`src/hw/rtl/scb_pkg.sv`:
```
// Types and constants for the scaled clipped blit unit.
package scb_pkg;

   localparam int CoordW  = 10;
   localparam int SizeW   = 11;
   localparam int ScaleW  = 4;
   localparam int PixelW  = 32;
   localparam int AddrW   = 20;
   localparam int PosW    = 16;   // signed scaled destination position
   localparam int CsrIdxW = 3;
   localparam int CsrDatW = 11;
   localparam int QDepth  = 4;
   localparam int QPtrW   = 2;
   localparam int QCntW   = 3;

   typedef enum logic [CsrIdxW-1:0] {
      CSR_DEST_ORIGIN_X = 3'd0,
      CSR_DEST_ORIGIN_Y = 3'd1,
      CSR_SCALE_FACTOR  = 3'd2,
      CSR_RECT_LEFT     = 3'd3,
      CSR_RECT_TOP      = 3'd4,
      CSR_SOURCE_WIDTH  = 3'd5,
      CSR_SOURCE_HEIGHT = 3'd6,
      CSR_UNUSED        = 3'd7
   } csr_index_type;

   typedef struct packed {
      logic               valid;
      logic [CsrIdxW-1:0] index;
      logic [CsrDatW-1:0] wdata;
   } csr_write_type;

   // one classified source pixel waiting for replication
   typedef struct packed {
      logic [PixelW-1:0]      pixel;
      logic signed [PosW-1:0] base_x;
      logic signed [PosW-1:0] base_y;
      logic [ScaleW-1:0]      scale;
      logic                   eor;
   } scb_entry_type;

endpackage

```
`src/hw/rtl/scb_front.sv`:
```
// Front end: configuration registers, pixel range check and base position.
module scb_front import scb_pkg::*; #(
   parameter int MAX_SCALE = 8
) (
   input  logic                clock,
   input  logic                reset,
   input  csr_write_type       csr_wr,
   input  logic [CoordW-1:0]   src_col,
   input  logic [CoordW-1:0]   src_row,
   input  logic [PixelW-1:0]   src_pixel,
   input  logic                end_of_rect,
   output scb_entry_type       entry
);

   localparam logic [ScaleW-1:0] MaxScaleW = ScaleW'(MAX_SCALE);

   logic [CoordW-1:0] dest_x_ff, dest_x_in, dest_y_ff, dest_y_in;
   logic [CoordW-1:0] rect_left_ff, rect_left_in, rect_top_ff, rect_top_in;
   logic [ScaleW-1:0] scale_ff, scale_in;
   logic [SizeW-1:0]  src_w_ff, src_w_in, src_h_ff, src_h_in;

   logic [ScaleW-1:0]      eff_scale;
   logic signed [PosW-1:0] off_x, off_y, scale_s;
   logic                   in_range;

   always_comb begin
      dest_x_in    = dest_x_ff;
      dest_y_in    = dest_y_ff;
      scale_in     = scale_ff;
      rect_left_in = rect_left_ff;
      rect_top_in  = rect_top_ff;
      src_w_in     = src_w_ff;
      src_h_in     = src_h_ff;
      if (csr_wr.valid) begin
         case (csr_index_type'(csr_wr.index))
            CSR_DEST_ORIGIN_X: dest_x_in    = csr_wr.wdata[CoordW-1:0];
            CSR_DEST_ORIGIN_Y: dest_y_in    = csr_wr.wdata[CoordW-1:0];
            CSR_SCALE_FACTOR:  scale_in     = csr_wr.wdata[ScaleW-1:0];
            CSR_RECT_LEFT:     rect_left_in = csr_wr.wdata[CoordW-1:0];
            CSR_RECT_TOP:      rect_top_in  = csr_wr.wdata[CoordW-1:0];
            CSR_SOURCE_WIDTH:  src_w_in     = csr_wr.wdata;
            CSR_SOURCE_HEIGHT: src_h_in     = csr_wr.wdata;
            default: ;
         endcase
      end
   end

   always_ff @(posedge clock) begin
      if (reset) begin
         dest_x_ff    <= '0;
         dest_y_ff    <= '0;
         scale_ff     <= ScaleW'(1);
         rect_left_ff <= '0;
         rect_top_ff  <= '0;
         src_w_ff     <= '0;
         src_h_ff     <= '0;
      end else begin
         dest_x_ff    <= dest_x_in;
         dest_y_ff    <= dest_y_in;
         scale_ff     <= scale_in;
         rect_left_ff <= rect_left_in;
         rect_top_ff  <= rect_top_in;
         src_w_ff     <= src_w_in;
         src_h_ff     <= src_h_in;
      end
   end

   always_comb begin
      if (scale_ff == '0)
         eff_scale = ScaleW'(1);
      else if (scale_ff > MaxScaleW)
         eff_scale = MaxScaleW;
      else
         eff_scale = scale_ff;

      scale_s = $signed(PosW'(eff_scale));
      // origin + (coord - rect corner), may go negative
      off_x = $signed(PosW'(dest_x_ff)) + $signed(PosW'(src_col))
            - $signed(PosW'(rect_left_ff));
      off_y = $signed(PosW'(dest_y_ff)) + $signed(PosW'(src_row))
            - $signed(PosW'(rect_top_ff));

      in_range = (SizeW'(src_col) < src_w_ff) && (SizeW'(src_row) < src_h_ff);

      entry.pixel  = in_range ? src_pixel : '0;
      entry.base_x = off_x * scale_s;
      entry.base_y = off_y * scale_s;
      entry.scale  = eff_scale;
      entry.eor    = end_of_rect;
   end

endmodule

```
`src/hw/rtl/scb_fifo.sv`:
```
// Short queue between the front end and the write generator.
module scb_fifo import scb_pkg::*; (
   input  logic          clock,
   input  logic          reset,
   input  logic          push,
   input  scb_entry_type push_data,
   output logic          full,
   input  logic          pop,
   output logic          not_empty,
   output scb_entry_type head
);

   scb_entry_type           mem_ff [QDepth];
   logic [QPtrW-1:0]        wr_ptr_ff, wr_ptr_in, rd_ptr_ff, rd_ptr_in;
   logic [QCntW-1:0]        count_ff, count_in;
   logic                    do_push, do_pop;

   assign full      = (count_ff == QCntW'(QDepth));
   assign not_empty = (count_ff != '0);
   assign head      = mem_ff[rd_ptr_ff];
   assign do_push   = push && !full;
   assign do_pop    = pop && not_empty;

   always_comb begin
      wr_ptr_in = do_push ? wr_ptr_ff + QPtrW'(1) : wr_ptr_ff;
      rd_ptr_in = do_pop  ? rd_ptr_ff + QPtrW'(1) : rd_ptr_ff;
      count_in  = count_ff + QCntW'(do_push) - QCntW'(do_pop);
   end

   always_ff @(posedge clock) begin
      if (reset) begin
         wr_ptr_ff <= '0;
         rd_ptr_ff <= '0;
         count_ff  <= '0;
      end else begin
         wr_ptr_ff <= wr_ptr_in;
         rd_ptr_ff <= rd_ptr_in;
         count_ff  <= count_in;
      end
   end

   always_ff @(posedge clock) begin
      if (do_push)
         mem_ff[wr_ptr_ff] <= push_data;
   end

endmodule

```
`src/hw/rtl/scb_back.sv`:
```
// Back end: walks the replica offsets of one pixel and drives the write register.
module scb_back import scb_pkg::*; #(
   parameter int FB_WIDTH  = 1024,
   parameter int FB_HEIGHT = 1024
) (
   input  logic              clock,
   input  logic              reset,
   input  logic              q_not_empty,
   input  scb_entry_type     q_head,
   output logic              q_pop,
   output logic              rsp_valid,
   input  logic              rsp_stall,
   output logic [AddrW-1:0]  rsp_write_address,
   output logic [PixelW-1:0] rsp_write_pixel,
   output logic              rsp_write_enable,
   output logic              rsp_last_replica,
   output logic              rsp_blit_done
);

   localparam int ProdW = 25;
   localparam logic signed [PosW-1:0] FbW = PosW'(FB_WIDTH);
   localparam logic signed [PosW-1:0] FbH = PosW'(FB_HEIGHT);
   localparam logic [ProdW-1:0]       FbWidthP = ProdW'(FB_WIDTH);

   scb_entry_type     cur_ff, cur_in;
   logic              busy_ff, busy_in;
   logic [ScaleW-1:0] cx_ff, cx_in, cy_ff, cy_in;

   logic              out_valid_ff, out_valid_in;
   logic [AddrW-1:0]  out_addr_ff, out_addr_in;
   logic [PixelW-1:0] out_pix_ff, out_pix_in;
   logic              out_en_ff, out_en_in, out_last_ff, out_last_in;
   logic              out_done_ff, out_done_in;

   logic                   out_free, advance, last_col, last_row, last, load;
   logic signed [PosW-1:0] x, y;
   logic                   en;
   logic [ProdW-1:0]       lin_addr;

   always_comb begin
      out_free = !out_valid_ff || !rsp_stall;
      advance  = busy_ff && out_free;
      last_col = (cx_ff == cur_ff.scale - ScaleW'(1));
      last_row = (cy_ff == cur_ff.scale - ScaleW'(1));
      last     = last_col && last_row;
      // next pixel is picked up in the same cycle the previous one finishes
      load     = q_not_empty && (!busy_ff || (advance && last));
      q_pop    = load;

      x  = cur_ff.base_x + $signed(PosW'(cx_ff));
      y  = cur_ff.base_y + $signed(PosW'(cy_ff));
      en = (x >= 0) && (x < FbW) && (y >= 0) && (y < FbH);
      lin_addr = ProdW'(y[11:0]) * FbWidthP + ProdW'(x[11:0]);

      cur_in  = load ? q_head : cur_ff;
      busy_in = busy_ff;
      cx_in   = cx_ff;
      cy_in   = cy_ff;
      if (load) begin
         busy_in = 1'b1;
         cx_in   = '0;
         cy_in   = '0;
      end else if (advance) begin
         if (last) begin
            busy_in = 1'b0;
         end else if (last_row) begin
            cy_in = '0;
            cx_in = cx_ff + ScaleW'(1);
         end else begin
            cy_in = cy_ff + ScaleW'(1);
         end
      end

      out_valid_in = out_valid_ff;
      out_addr_in  = out_addr_ff;
      out_pix_in   = out_pix_ff;
      out_en_in    = out_en_ff;
      out_last_in  = out_last_ff;
      out_done_in  = out_done_ff;
      if (out_free) begin
         out_valid_in = advance;
         out_addr_in  = en ? lin_addr[AddrW-1:0] : '0;
         out_pix_in   = cur_ff.pixel;
         out_en_in    = en;
         out_last_in  = last;
         out_done_in  = last && cur_ff.eor;
      end
   end

   always_ff @(posedge clock) begin
      if (reset) begin
         busy_ff      <= 1'b0;
         out_valid_ff <= 1'b0;
         cx_ff        <= '0;
         cy_ff        <= '0;
      end else begin
         busy_ff      <= busy_in;
         out_valid_ff <= out_valid_in;
         cx_ff        <= cx_in;
         cy_ff        <= cy_in;
      end
   end

   always_ff @(posedge clock) begin
      cur_ff      <= cur_in;
      out_addr_ff <= out_addr_in;
      out_pix_ff  <= out_pix_in;
      out_en_ff   <= out_en_in;
      out_last_ff <= out_last_in;
      out_done_ff <= out_done_in;
   end

   assign rsp_valid         = out_valid_ff;
   assign rsp_write_address = out_addr_ff;
   assign rsp_write_pixel   = out_pix_ff;
   assign rsp_write_enable  = out_en_ff;
   assign rsp_last_replica  = out_last_ff;
   assign rsp_blit_done     = out_done_ff;

endmodule

```
`src/hw/rtl/scaled_clipped_blit_unit.sv`:
```
// Scaled clipped blit unit: one source pixel in, scale*scale framebuffer writes out.
//
// Input channel (req_*): one source pixel per transaction with its column, row
// and an end-of-rectangle mark; accepted when req_valid is high and req_stall low.
// Result channel (rsp_*): one framebuffer write per transaction, accepted when
// rsp_valid is high and rsp_stall low. Replicas go column offset outer, row
// offset inner; writes outside the framebuffer have write_enable clear and
// address zero. last_replica marks the final write of a pixel, blit_done the
// final write of the pixel marked end_of_rect.
// Configuration (csr_*): register index and data, always ready; write only
// while the unit is idle.
// A pixel reaches the queue, then the pixel register; its writes leave through
// the output register. Each pixel gives scale*scale writes (1 to 64); the write
// generator emits one per cycle while rsp is not stalled and starts the next
// queued pixel with no gap. A 4-entry queue lets the front take pixels meanwhile.
// Reset clears the queue and the output register and loads the register
// defaults (scale 1, all others zero). A stall on rsp holds the write steady;
// once the queue fills, req_stall rises.
module scaled_clipped_blit_unit import scb_pkg::*; #(
   parameter int FB_WIDTH  = 1024,
   parameter int FB_HEIGHT = 1024,
   parameter int MAX_SCALE = 8
) (
   input  logic               clock,
   input  logic               reset,
   input  logic               csr_valid,
   output logic               csr_ready,
   input  logic [CsrIdxW-1:0] csr_index,
   input  logic [CsrDatW-1:0] csr_wdata,
   input  logic               req_valid,
   output logic               req_stall,
   input  logic [CoordW-1:0]  req_src_col,
   input  logic [CoordW-1:0]  req_src_row,
   input  logic [PixelW-1:0]  req_src_pixel,
   input  logic               req_end_of_rect,
   output logic               rsp_valid,
   input  logic               rsp_stall,
   output logic [AddrW-1:0]   rsp_write_address,
   output logic [PixelW-1:0]  rsp_write_pixel,
   output logic               rsp_write_enable,
   output logic               rsp_last_replica,
   output logic               rsp_blit_done
);

   csr_write_type csr_wr;
   scb_entry_type front_entry, q_head;
   logic          q_full, q_not_empty, q_pop;

   assign csr_ready    = 1'b1;
   assign csr_wr.valid = csr_valid;
   assign csr_wr.index = csr_index;
   assign csr_wr.wdata = csr_wdata;
   assign req_stall    = q_full;

   scb_front #(
      .MAX_SCALE(MAX_SCALE)
   ) u_front (
      .clock       (clock),
      .reset       (reset),
      .csr_wr      (csr_wr),
      .src_col     (req_src_col),
      .src_row     (req_src_row),
      .src_pixel   (req_src_pixel),
      .end_of_rect (req_end_of_rect),
      .entry       (front_entry)
   );

   scb_fifo u_fifo (
      .clock     (clock),
      .reset     (reset),
      .push      (req_valid),
      .push_data (front_entry),
      .full      (q_full),
      .pop       (q_pop),
      .not_empty (q_not_empty),
      .head      (q_head)
   );

   scb_back #(
      .FB_WIDTH  (FB_WIDTH),
      .FB_HEIGHT (FB_HEIGHT)
   ) u_back (
      .clock             (clock),
      .reset             (reset),
      .q_not_empty       (q_not_empty),
      .q_head            (q_head),
      .q_pop             (q_pop),
      .rsp_valid         (rsp_valid),
      .rsp_stall         (rsp_stall),
      .rsp_write_address (rsp_write_address),
      .rsp_write_pixel   (rsp_write_pixel),
      .rsp_write_enable  (rsp_write_enable),
      .rsp_last_replica  (rsp_last_replica),
      .rsp_blit_done     (rsp_blit_done)
   );

endmodule

```
`config.mk`:
```
export PLATFORM = sky130hd
export DESIGN_NAME = scaled_clipped_blit_unit
export DESIGN_NICKNAME = d
export VERILOG_FILES = /design/src/hw/rtl/scb_pkg.sv /design/src/hw/rtl/scb_front.sv /design/src/hw/rtl/scb_fifo.sv /design/src/hw/rtl/scb_back.sv /design/src/hw/rtl/scaled_clipped_blit_unit.sv
export SDC_FILE = /design/constraint.sdc
export NUM_CORES = 1
export LEC_CHECK = 0
export BUFFER_PORTS_ARGS = -buffer_cell sky130_fd_sc_hd__buf_2
export CAP_MARGIN = 20
export CORE_MARGIN = 2
export CORE_UTILIZATION = 55
export CTS_CLUSTER_DIAMETER = 50
export DETAILED_ROUTE_END_ITERATION = 12
export HOLD_SLACK_MARGIN = 0.1
export PLACE_DENSITY = 0.81
export SLEW_MARGIN = 20
export SYNTH_ARGS = -nofsm -noshare
export SYNTH_HDL_FRONTEND = slang
export SYNTH_SLANG_ARGS = --single-unit
```
`constraint.sdc`:
```
create_clock -name clock -period 18 [get_ports clock]
set_input_delay 1.8 -clock clock [delete_from_list [all_inputs] [get_ports clock]]
set_output_delay 1.8 -clock clock [all_outputs]
set_load 0.01 [all_outputs]
```
==> results of run 1 <==
==> logic make-up (layout without fill, tap and decap cells) <==
family,count (synthesis),after routing
xor gates and xnor gates,110,110
and+or+nand+nor,485,485
DFF,483,483
other,1,1
adders and majority gates,191,191
buffers and inverters,216,396
AOI/OAI and AO/OA,240,240
muxes,78,78
==> critical path: cells and delay by family <==
kind / cells / cell delay (ns)
adder cells (fa/ha/maj): 7 / 2.78
AO/OA/AOI/OAI: 8 / 1.62
AND/OR/NAND/NOR: 8 / 0.81
XOR/XNOR: 3 / 0.68
multiplexers: 1 / 0.26
buffers and inverters: 3 / 0.19
==> routing by layer <==
metal | global-route usage | vias up | part of all wire
met2 | 0.395 | 393 | 0.51
li1 | - | 6668 | -
met5 | 0 | - | 0
met1 | 0.266 | 6967 | 0.42
met4 | 0.0653 | 0 | 0.024
met3 | 0.0309 | 93 | 0.049
==> Yosys cell counts (all sizes together) (8+ instances only) <==
cell | number | area [um2]
a21o | 24 | 180
a21oi | 119 | 603
and2 | 47 | 294
buf | 11 | 47.6
clkbuf | 40 | 150
dfxtp | 83 | 1660
edfxtp | 400 | 12000
fa | 56 | 1120
ha | 135 | 1690
inv | 165 | 619
mux4 | 69 | 1550
nand2 | 175 | 657
nand2b | 20 | 125
nand3 | 15 | 75.1
nor2 | 150 | 566
nor2b | 18 | 120
nor3 | 20 | 111
nor3b | 8 | 65.1
o21a | 8 | 60.1
o21ai | 38 | 190
o21bai | 11 | 82.6
or2 | 12 | 75.1
xnor2 | 69 | 604
xor2 | 39 | 342
==> final cells by class <==
class                   instances  area [um2]  share of cell area
flip-flops and latches        483       13700               0.516
multi-input cells            1105        9200               0.347
clock buffers                  56        1230              0.0465
repair buffers                142         746              0.0281
well taps                     539         674              0.0254
inverters                     165         619              0.0234
clock inverters                33         355              0.0134
==> state kept, by name (all words and copies together) (netlist names) <==
name                      cells
u_back.rsp_valid              1
u_back.rsp_write_enable       1
u_front.rect_left_ff         10
u_front.scale_ff              4
u_fifo.count_ff               3
u_front.dest_x_ff            10
u_back.rsp_last_replica       1
u_front.dest_y_ff            10
u_fifo.mem_ff               276
u_back.cx_ff                  4
u_back.busy_ff                1
u_back.rsp_write_address     20
u_front.rect_top_ff          10
u_fifo.wr_ptr_ff              2
u_back.cur_ff                69
u_front.src_h_ff             11
u_back.cy_ff                  4
u_back.rsp_blit_done          1
u_front.src_w_ff             11
u_back.rsp_write_pixel       32
u_fifo.rd_ptr_ff              2
==> worst max path at each step <==
| stage | from | endpoint | slack, ns |
|---|---|---|---|
| 4_1_cts | req_src_col[0] | u_fifo.mem_ff[0][36] | 10.35 |
| 5_1_grt | req_src_col[0] | u_fifo.mem_ff[0][36] | 9.74 |
| 3_5_place_dp | req_src_col[0] | u_fifo.mem_ff[0][36] | 9.74 |
| 6_report | req_src_col[0] | u_fifo.mem_ff[0][36] | 10.25 |
| 2_1_floorplan | req_src_col[0] | u_fifo.mem_ff[0][36] | 10.44 |
| 3_3_place_gp | req_src_col[0] | u_fifo.mem_ff[0][36] | 9.95 |
==> power by group <==
group,switching (mW),leakage [nW],internal [mW]
Sequential,0.114,4.51,1.52
Combinational,0.437,4.98,0.344
Clock,0.415,0.763,0.591
Total,0.966,10.2,2.45
==> impl_metrics.tcl, run 1 <==
set metrics [dict create \
    max_slew_margin 0.274 \
    dpl_cell_area_mm2 0.0249 \
    crit_fanout 6 \
    r2r_cells 29 \
    timing.rr.end "u_fifo.mem_ff[0][36]" \
    synth_cell_types 65 \
    startpoint_type "primary input" \
    synth_top_family_by_area "adder cells" \
    holdWs_ns 0.419 \
    clock_path_buffers 3 \
    num-fill-cells 3040 \
    cts_root_buf "clkbuf_16" \
    grt_max_degree 78 \
    rsz0062_at_grt "false" \
    hold_end "u_back.rsp_write_pixel[27]" \
    postCtsSetupBuffers 0 \
    path_clk_slew_ns 0.07 \
    first_global_vias 14800 \
    synth_compound_area_frac 0.0633 \
    vias_per_cell 5.60 \
    maxCapViolations 0 \
    clock_latency_ns 0.59 \
    total_power_mw 3.42 \
    drive_above_1_share 0.161 \
    rows 75 \
    synthCells 1804 \
    synth_edf_count 400 \
    criticalPathCategory "in -> reg" \
    ant_nets 0 \
    drcViolationCount 0 \
    ys_seq_area_frac 0.578 \
    initial_core_util 0.560 \
    numCtsBuffers 48 \
    synthXorXnorAreaFrac 0.0419 \
    antenna_found_initial 0 \
    final_util 0.628 \
    die_x_um 211 \
    whs_path_depth 0 \
    dr.pass1.iters 5 \
    finalCriticalPeriod_ns 7.75 \
    gp_congestion 0.862 \
    area_growth_pct 12.0 \
    port-buffer-count 128 \
    vias 14100 \
    synth-adder-area-share 0.119 \
    cts_tree "yes" \
    status "finished, final reports clean" \
    io_pins 130 \
    slowest_stage "fa_1" \
    fin_tns_setup_ns 0 \
    final_common_cell "edfxtp_1" \
    grt_usage 0.216 \
    cp.required_ns 18.40 \
    final_cell_mix "edfxtp_1, nand2_1, inv_1" \
    hold_path_class "reg -> reg" \
    reg2reg_from "u_front.dest_x_ff[0]" \
    drv_slew 0 \
    yosysWarnings 0 \
    routed_wl_mm 46.5 \
    setup_ws_ns 10.25 \
    wl_per_cell_um 18.4 \
    synthArstFlopShare 0 \
    worst_slew_pin_slew_ns 1.09 \
    die_h_um 211 \
    hold_violations 0 \
    synth_seq_cells 483 \
    worstHoldStart "u_back.cur_ff[64]" \
    synthesis.nets 2067 \
    cpMostUsedCell "nor2_1" \
    diodes 0 \
    synth.mux.area_fraction 0.0696 \
    setup_viol 0 \
    grt_pass1_wl_mm 75.9 \
    ir_worst_vdd_uv 107 \
    ctsResizeCount 0 \
    cts_hold_buf 0 \
    dp_cells 2434 \
    yosys.area_share.simple 0.0941 \
    fin_area_mm2 0.0265 \
    htree_levels 2 \
    finClkSkew_ns 0.0211 \
    core-area_mm2 0.0422 \
    finalCritPeriodShare 0.431 \
    synthFlopType "edfxtp_1" \
    die-area_mm2 0.0447 \
    worstSetupEndpointType "flop" \
    syn_avg_cell_area_um2 13.1 \
    drtIter0Drc 962 \
    power_density_mw_per_mm2 129 \
    nets 2208 \
    cpPeakStageDelay_ns 0.53 \
    stdcell_count 2523 \
    rrSetupSlack_ns 11.26 \
    synth_area_mm2 0.0237 \
    hpwl_mm 30.6 \
    p_leak_nw 10.2 \
    cts_sinks 483 \
    gr-total-overflow 0 \
    post-place-ws_ns 9.74 \
    crit_arrival_ns 8.15 \
    max_freq_ghz 0.129 \
]
(Power assumes the default switching activity.)
==> inputs of run 2 (changes only) <==
==> constraint.sdc (replaced) <==
create_clock -name clock -period 8.1 [get_ports clock]
set_input_delay 0.81 -clock clock [delete_from_list [all_inputs] [get_ports clock]]
set_output_delay 0.81 -clock clock [all_outputs]
set_load 0.01 [all_outputs]
==> run 2 against run 1 <==
  * Non-clock buffer count stayed put
  * Sequential power rose by 120%
  * Total power rose by 130%
  * Global-route usage down 0.062 points
  * Flip-flop and latch count unchanged
  * Via count hardly changed
  * Hold slack lost 0.019 ns
  * Cell count is 0.24% higher
  * Die area unchanged
  * Largest power group unchanged
  * Highest routed layer unchanged
==> impl_metrics.tcl, run 2 (synthesis results as in run 1) <==
set metrics [dict create \
    status "finished, final reports clean" \
    crit_arrival_ns 7.11 \
    cts_hold_buf 0 \
    rsz0062_at_grt "false" \
    ant_nets 0 \
    routed_wl_mm 46.1 \
    final_cell_mix "edfxtp_1, nand2_1, inv_1" \
    hold_violations 0 \
    gr-total-overflow 0 \
    cp.required_ns 8.51 \
    cts_root_buf "clkbuf_16" \
    die_x_um 211 \
    cpMostUsedCell "nor2_1" \
    core-area_mm2 0.0422 \
    cts_sinks 483 \
    timing.rr.end "u_fifo.mem_ff[3][36]" \
    htree_levels 2 \
    worstHoldStart "u_back.cur_ff[53]" \
    die_h_um 211 \
    drtIter0Drc 901 \
    finalCritPeriodShare 0.827 \
    r2r_cells 29 \
    initial_core_util 0.560 \
    cp_num_buf_inv 3 \
    ctsResizeCount 0 \
    drive_above_1_share 0.166 \
    p_leak_nw 10.4 \
    postCtsSetupBuffers 0 \
    final_common_cell "edfxtp_1" \
    hold_path_class "reg -> reg" \
    grt_max_degree 78 \
    vias_per_cell 5.58 \
    worst_slew_pin_slew_ns 1.09 \
    gp_congestion 0.861 \
    rows 75 \
    ir_worst_vdd_uv 273 \
    cpPeakStageDelay_ns 0.53 \
    port-buffer-count 128 \
    power_density_mw_per_mm2 290 \
    clock_path_buffers 3 \
    largest_register_ffs 276 \
    wl_per_cell_um 18.2 \
    clock_latency_ns 0.62 \
    dp_cells 2434 \
    finalCriticalPeriod_ns 6.70 \
    cts_tree "yes" \
    rrSetupSlack_ns 1.42 \
    total_power_mw 7.75 \
    crit_fanout 6 \
    reg2reg_from "u_front.dest_x_ff[0]" \
    vias 14100 \
    finClkSkew_ns 0.0396 \
    slowest_stage "fa_1" \
    hpwl_mm 30.6 \
    nets 2211 \
    maxCapViolations 0 \
    startpoint_type "primary input" \
    first_global_vias 15000 \
    setup_viol 0 \
    path_delay_family "adder cells" \
    fin_tns_setup_ns 0 \
    area_growth_pct 12.7 \
    io_pins 130 \
    largest-register "u_fifo.mem_ff" \
    criticalPathCategory "in -> reg" \
    drcViolationCount 0 \
    stdcell_count 2529 \
    hold_end "u_back.rsp_write_pixel[16]" \
    dr.pass1.iters 7 \
    die-area_mm2 0.0447 \
    max_slew_margin 0.275 \
    diodes 0 \
    antenna_found_initial 0 \
    numCtsBuffers 51 \
    whs_path_depth 0 \
    max_freq_ghz 0.149 \
    num-fill-cells 2979 \
    worstSetupEndpointType "flop" \
    path_clk_slew_ns 0.06 \
    drv_slew 0 \
    grt_usage 0.215 \
    grt_pass1_wl_mm 75.7 \
]
[run 2: routing by layer]
layer	track usage	part of all wire	wire (um)	up-vias
met5	0	0	0	-
met1	0.261	0.42	19500	6994
met2	0.393	0.51	23400	363
li1	-	-	-	6672
met3	0.0344	0.046	2130	78
met4	0.0695	0.025	1150	0
[run 2: final cells by class]
| cell class | count | area [um2] | area share |
|---|---|---|---|
| clock buffers | 65 | 1350 | 0.0507 |
| clock inverters | 30 | 413 | 0.0155 |
| inverters | 165 | 619 | 0.0232 |
| multi-input cells | 1105 | 9200 | 0.345 |
| flip-flops and latches | 483 | 13700 | 0.513 |
| well taps | 539 | 674 | 0.0253 |
| repair buffers | 142 | 746 | 0.0280 |
[run 2: worst register-to-register path, delay by kind of cell (launching register included)]
family / cells / cell delay, ns
muxes: 1 / 0.26
and+or+nand+nor: 8 / 0.80
AOI/OAI and AO/OA: 8 / 1.59
DFF: 1 / 0.32
adders and majority gates: 7 / 2.75
xor gates and xnor gates: 3 / 0.68
buffers and inverters: 2 / 0.09
[run 2: metrics by stage]
stage           util  setup WS (ns)  hold WS (ns)  cell area, um2
5_1_grt        0.632          0.900         0.424           26700
4_1_cts        0.632           1.45         0.400           26700
3_3_place_gp   0.590           1.04         0.403           24900
6_report       0.632           1.40         0.400           26700
3_5_place_dp   0.590          0.825         0.405           24900
2_1_floorplan      -           1.53         0.400           23700
[run 2: power breakdown]
part | switching (mW) | internal [mW] | total (mW) | leakage [nW]
logic | 0.958 | 0.763 | 1.72 | 4.98
registers | 0.252 | 3.38 | 3.63 | 4.51
clock network | 0.971 | 1.43 | 2.40 | 0.864
[run 2: worst max-delay path by stage]
| stage | startpoint | end | slack [ns] | depth (start not counted) |
|---|---|---|---|---|
| after floorplan | req_src_col[0] | u_fifo.mem_ff[0][36] | 1.53 | 29 |
| after global placement | req_src_col[0] | u_fifo.mem_ff[0][36] | 1.04 | 30 |
| after detailed placement | req_src_col[0] | u_fifo.mem_ff[1][36] | 0.83 | 30 |
| after CTS | u_front.dest_x_ff[0] | u_fifo.mem_ff[0][36] | 1.45 | 29 |
| after global routing | req_src_col[0] | u_fifo.mem_ff[0][36] | 0.90 | 30 |
| final | req_src_col[0] | u_fifo.mem_ff[3][36] | 1.40 | 30 |
==> inputs of run 3 (changes only) <==
--- a/config.mk
+++ b/config.mk
@@ -12,7 +12,7 @@
 export CTS_CLUSTER_DIAMETER = 50
 export DETAILED_ROUTE_END_ITERATION = 12
 export HOLD_SLACK_MARGIN = 0.1
-export PLACE_DENSITY = 0.81
+export PLACE_DENSITY = 0.84
 export SLEW_MARGIN = 20
 export SYNTH_ARGS = -nofsm -noshare
 export SYNTH_HDL_FRONTEND = slang
==> constraint.sdc (replaced) <==
create_clock -name clock -period 5.59 [get_ports clock]
set_input_delay 0.559 -clock clock [delete_from_list [all_inputs] [get_ports clock]]
set_output_delay 0.559 -clock clock [all_outputs]
set_load 0.01 [all_outputs]
==> run 3 against run 2 <==
  * The flow now finishes with violations (setup timing)
  * Combinational power increased by 69%
  * Cell count increased by 7.0%
  * Flip-flop and latch count unchanged
  * Count of clock-buffer cells in the layout decreased by 4
  * Cell area increased by 7.6%
  * Critical path type is now reg -> reg
==> impl_metrics.tcl, run 3 (synthesis results as in run 1) <==
set metrics [dict create \
    die_x_um 211 \
    slowest_stage "fa_1" \
    p_sw_frac 0.295 \
    largest-register "u_fifo.mem_ff" \
    cts_root_buf "clkbuf_16" \
    fin_tns_setup_ns -3.78 \
    ir_worst_vdd_uv 339 \
    finalCritPeriodShare 1.08 \
    cp_num_buf_inv 1 \
    worstSetupEndpointType "flop" \
    drv_slew 0 \
    maxCapViolations 0 \
    ant_nets 0 \
    io_pins 130 \
    p_int_mw 8.13 \
    setup_viol 20 \
    grt_max_degree 74 \
    path_clk_slew_ns 0.06 \
    hold_violations 0 \
    worst_slew_pin_slew_ns 1.08 \
    finClkSkew_ns 0.0435 \
    area_growth_pct 21.3 \
    clock_latency_ns 0.63 \
    core-area_mm2 0.0422 \
    cpPeakStageDelay_ns 0.49 \
    first_global_vias 16100 \
    stdcell_count 2705 \
    clock_power_share 0.285 \
    nets 2389 \
    final_cell_mix "edfxtp_1, buf_4, nand2_1" \
    clock_path_buffers 3 \
    hpwl_mm 33.6 \
    hold_path_class "in -> reg" \
    rows 75 \
    finalCriticalPeriod_ns 6.06 \
    max_freq_ghz 0.165 \
    status "finished with violations" \
    drcViolationCount 0 \
    holdWs_ns 0.181 \
    path_delay_family "adder cells" \
    num-fill-cells 2680 \
    cts_tree "yes" \
    dr.pass1.iters 6 \
    rsz0062_at_grt "true" \
    max_slew_margin 0.280 \
    seq_power_share 0.463 \
    drtIter0Drc 1055 \
    diodes 0 \
    die_h_um 211 \
    final_common_cell "edfxtp_1" \
    crit_fanout 4 \
    final_util 0.680 \
    grt_usage 0.240 \
    setup_ws_ns -0.471 \
    largest_register_ffs 276 \
    failed_checks "setup timing" \
    criticalPathCategory "reg -> reg" \
    htree_levels 2 \
    grt_pass1_wl_mm 82.9 \
    port-buffer-count 128 \
    dp_cells 2583 \
    cts_sinks 483 \
    die-area_mm2 0.0447 \
    cp.required_ns 5.97 \
    crit_arrival_ns 6.44 \
    startpoint_type "flop" \
    wl_per_cell_um 20.1 \
    gr-total-overflow 0 \
    pwr-share-comb 0.251 \
    vias 15300 \
    p_leak_nw 11.3 \
    p_sw_mw 3.40 \
    numCtsBuffers 50 \
    initial_core_util 0.560 \
    drive_above_1_share 0.289 \
    antenna_found_initial 0 \
    vias_per_cell 5.65 \
    power_density_mw_per_mm2 402 \
    total_power_mw 11.5 \
    routed_wl_mm 54.4 \
    gp_congestion 0.852 \
]
run 3: changes by cell type in the layout (fill, tap and decap cells not counted), sizes merged:
| cell | change |
|---|---|
| clkinvlp | +1 |
| bufinv | -3 |
| buf | +179 |
| clkinv | +3 |
| clkbuf | -4 |
run 3: path summary, 6_finish.rpt:
| path | start | endpoint | slack, ns | cells after the start |
|---|---|---|---|---|
| max reg2reg | u_front.dest_x_ff[0] | u_fifo.mem_ff[0][36] | -0.47 | 25 |
| min | req_end_of_rect | u_fifo.mem_ff[1][0] | 0.18 | 1 |
| max | u_front.dest_x_ff[0] | u_fifo.mem_ff[0][36] | -0.47 | 25 |
| min reg2reg | u_back.cur_ff[38] | u_back.rsp_write_pixel[1] | 0.42 | 0 |
run 3: final cells by class:
cell class / count / area (um2) / share of cell area
sequential: 483 / 13700 / 0.477
clock inverter: 31 / 328 / 0.0114
timing repair buffer: 321 / 2120 / 0.0737
clock buffer: 61 / 1300 / 0.0454
multi-input combinational: 1105 / 9970 / 0.348
inverter: 165 / 619 / 0.0216
tap: 539 / 674 / 0.0235
run 3: power groups by stage:
stage / Combinational [mW] / Sequential [mW] / Clock [mW]
6_report: 2.90 / 5.34 / 3.29
5_1_grt: 3.14 / 5.43 / 3.45
4_1_cts: 2.80 / 5.35 / 3.32
3_5_place_dp: 2.69 / 5.39 / 0
3_3_place_gp: 2.55 / 5.34 / 0
2_1_floorplan: 1.85 / 5.25 / 0
run 3: worst reg2reg max path: stages (launching register included):
cell and delay (ns):
dfxtp_2 0.33, ha_4 0.16, fa_2 0.40, a21oi_2 0.14
nor2_1 0.04, nor2_1 0.17, o21bai_2 0.13, o41ai_4 0.35
xnor2_1 0.17, ha_1 0.27, nand2_1 0.07, nand2_1 0.05
a211o_1 0.28, buf_4 0.15, o21bai_1 0.17, o211ai_1 0.13
nor2_1 0.14, ha_1 0.26, fa_1 0.49, fa_1 0.49
ha_1 0.33, nand3_2 0.07, or3_1 0.33, mux2_4 0.31
o211ai_1 0.12, xor2_1 0.32
run 3: timing repair:
action                     4_1_cts  5_1_grt
buffers inserted                24       11
pin swaps                       60       64
setup endpoints to repair       36       52
hold buffers                     0        0
resized for setup               48       89
run 3: metrics by stage:
step | instance area, um2 | setup slack (ns)
global placement | 26200 | -0.642
finish | 28700 | -0.471
CTS | 28200 | -0.248
detailed placement | 26200 | -0.772
floorplan | 23800 | -0.512
global route | 28700 | -0.745
run 3: metal layers:
metal	GRT usage	vias to the layer above	part of all wire
li1	-	7037	-
met1	0.277	7552	0.38
met2	0.447	530	0.53
met3	0.0372	152	0.049
met4	0.0974	0	0.044
met5	0	-	0
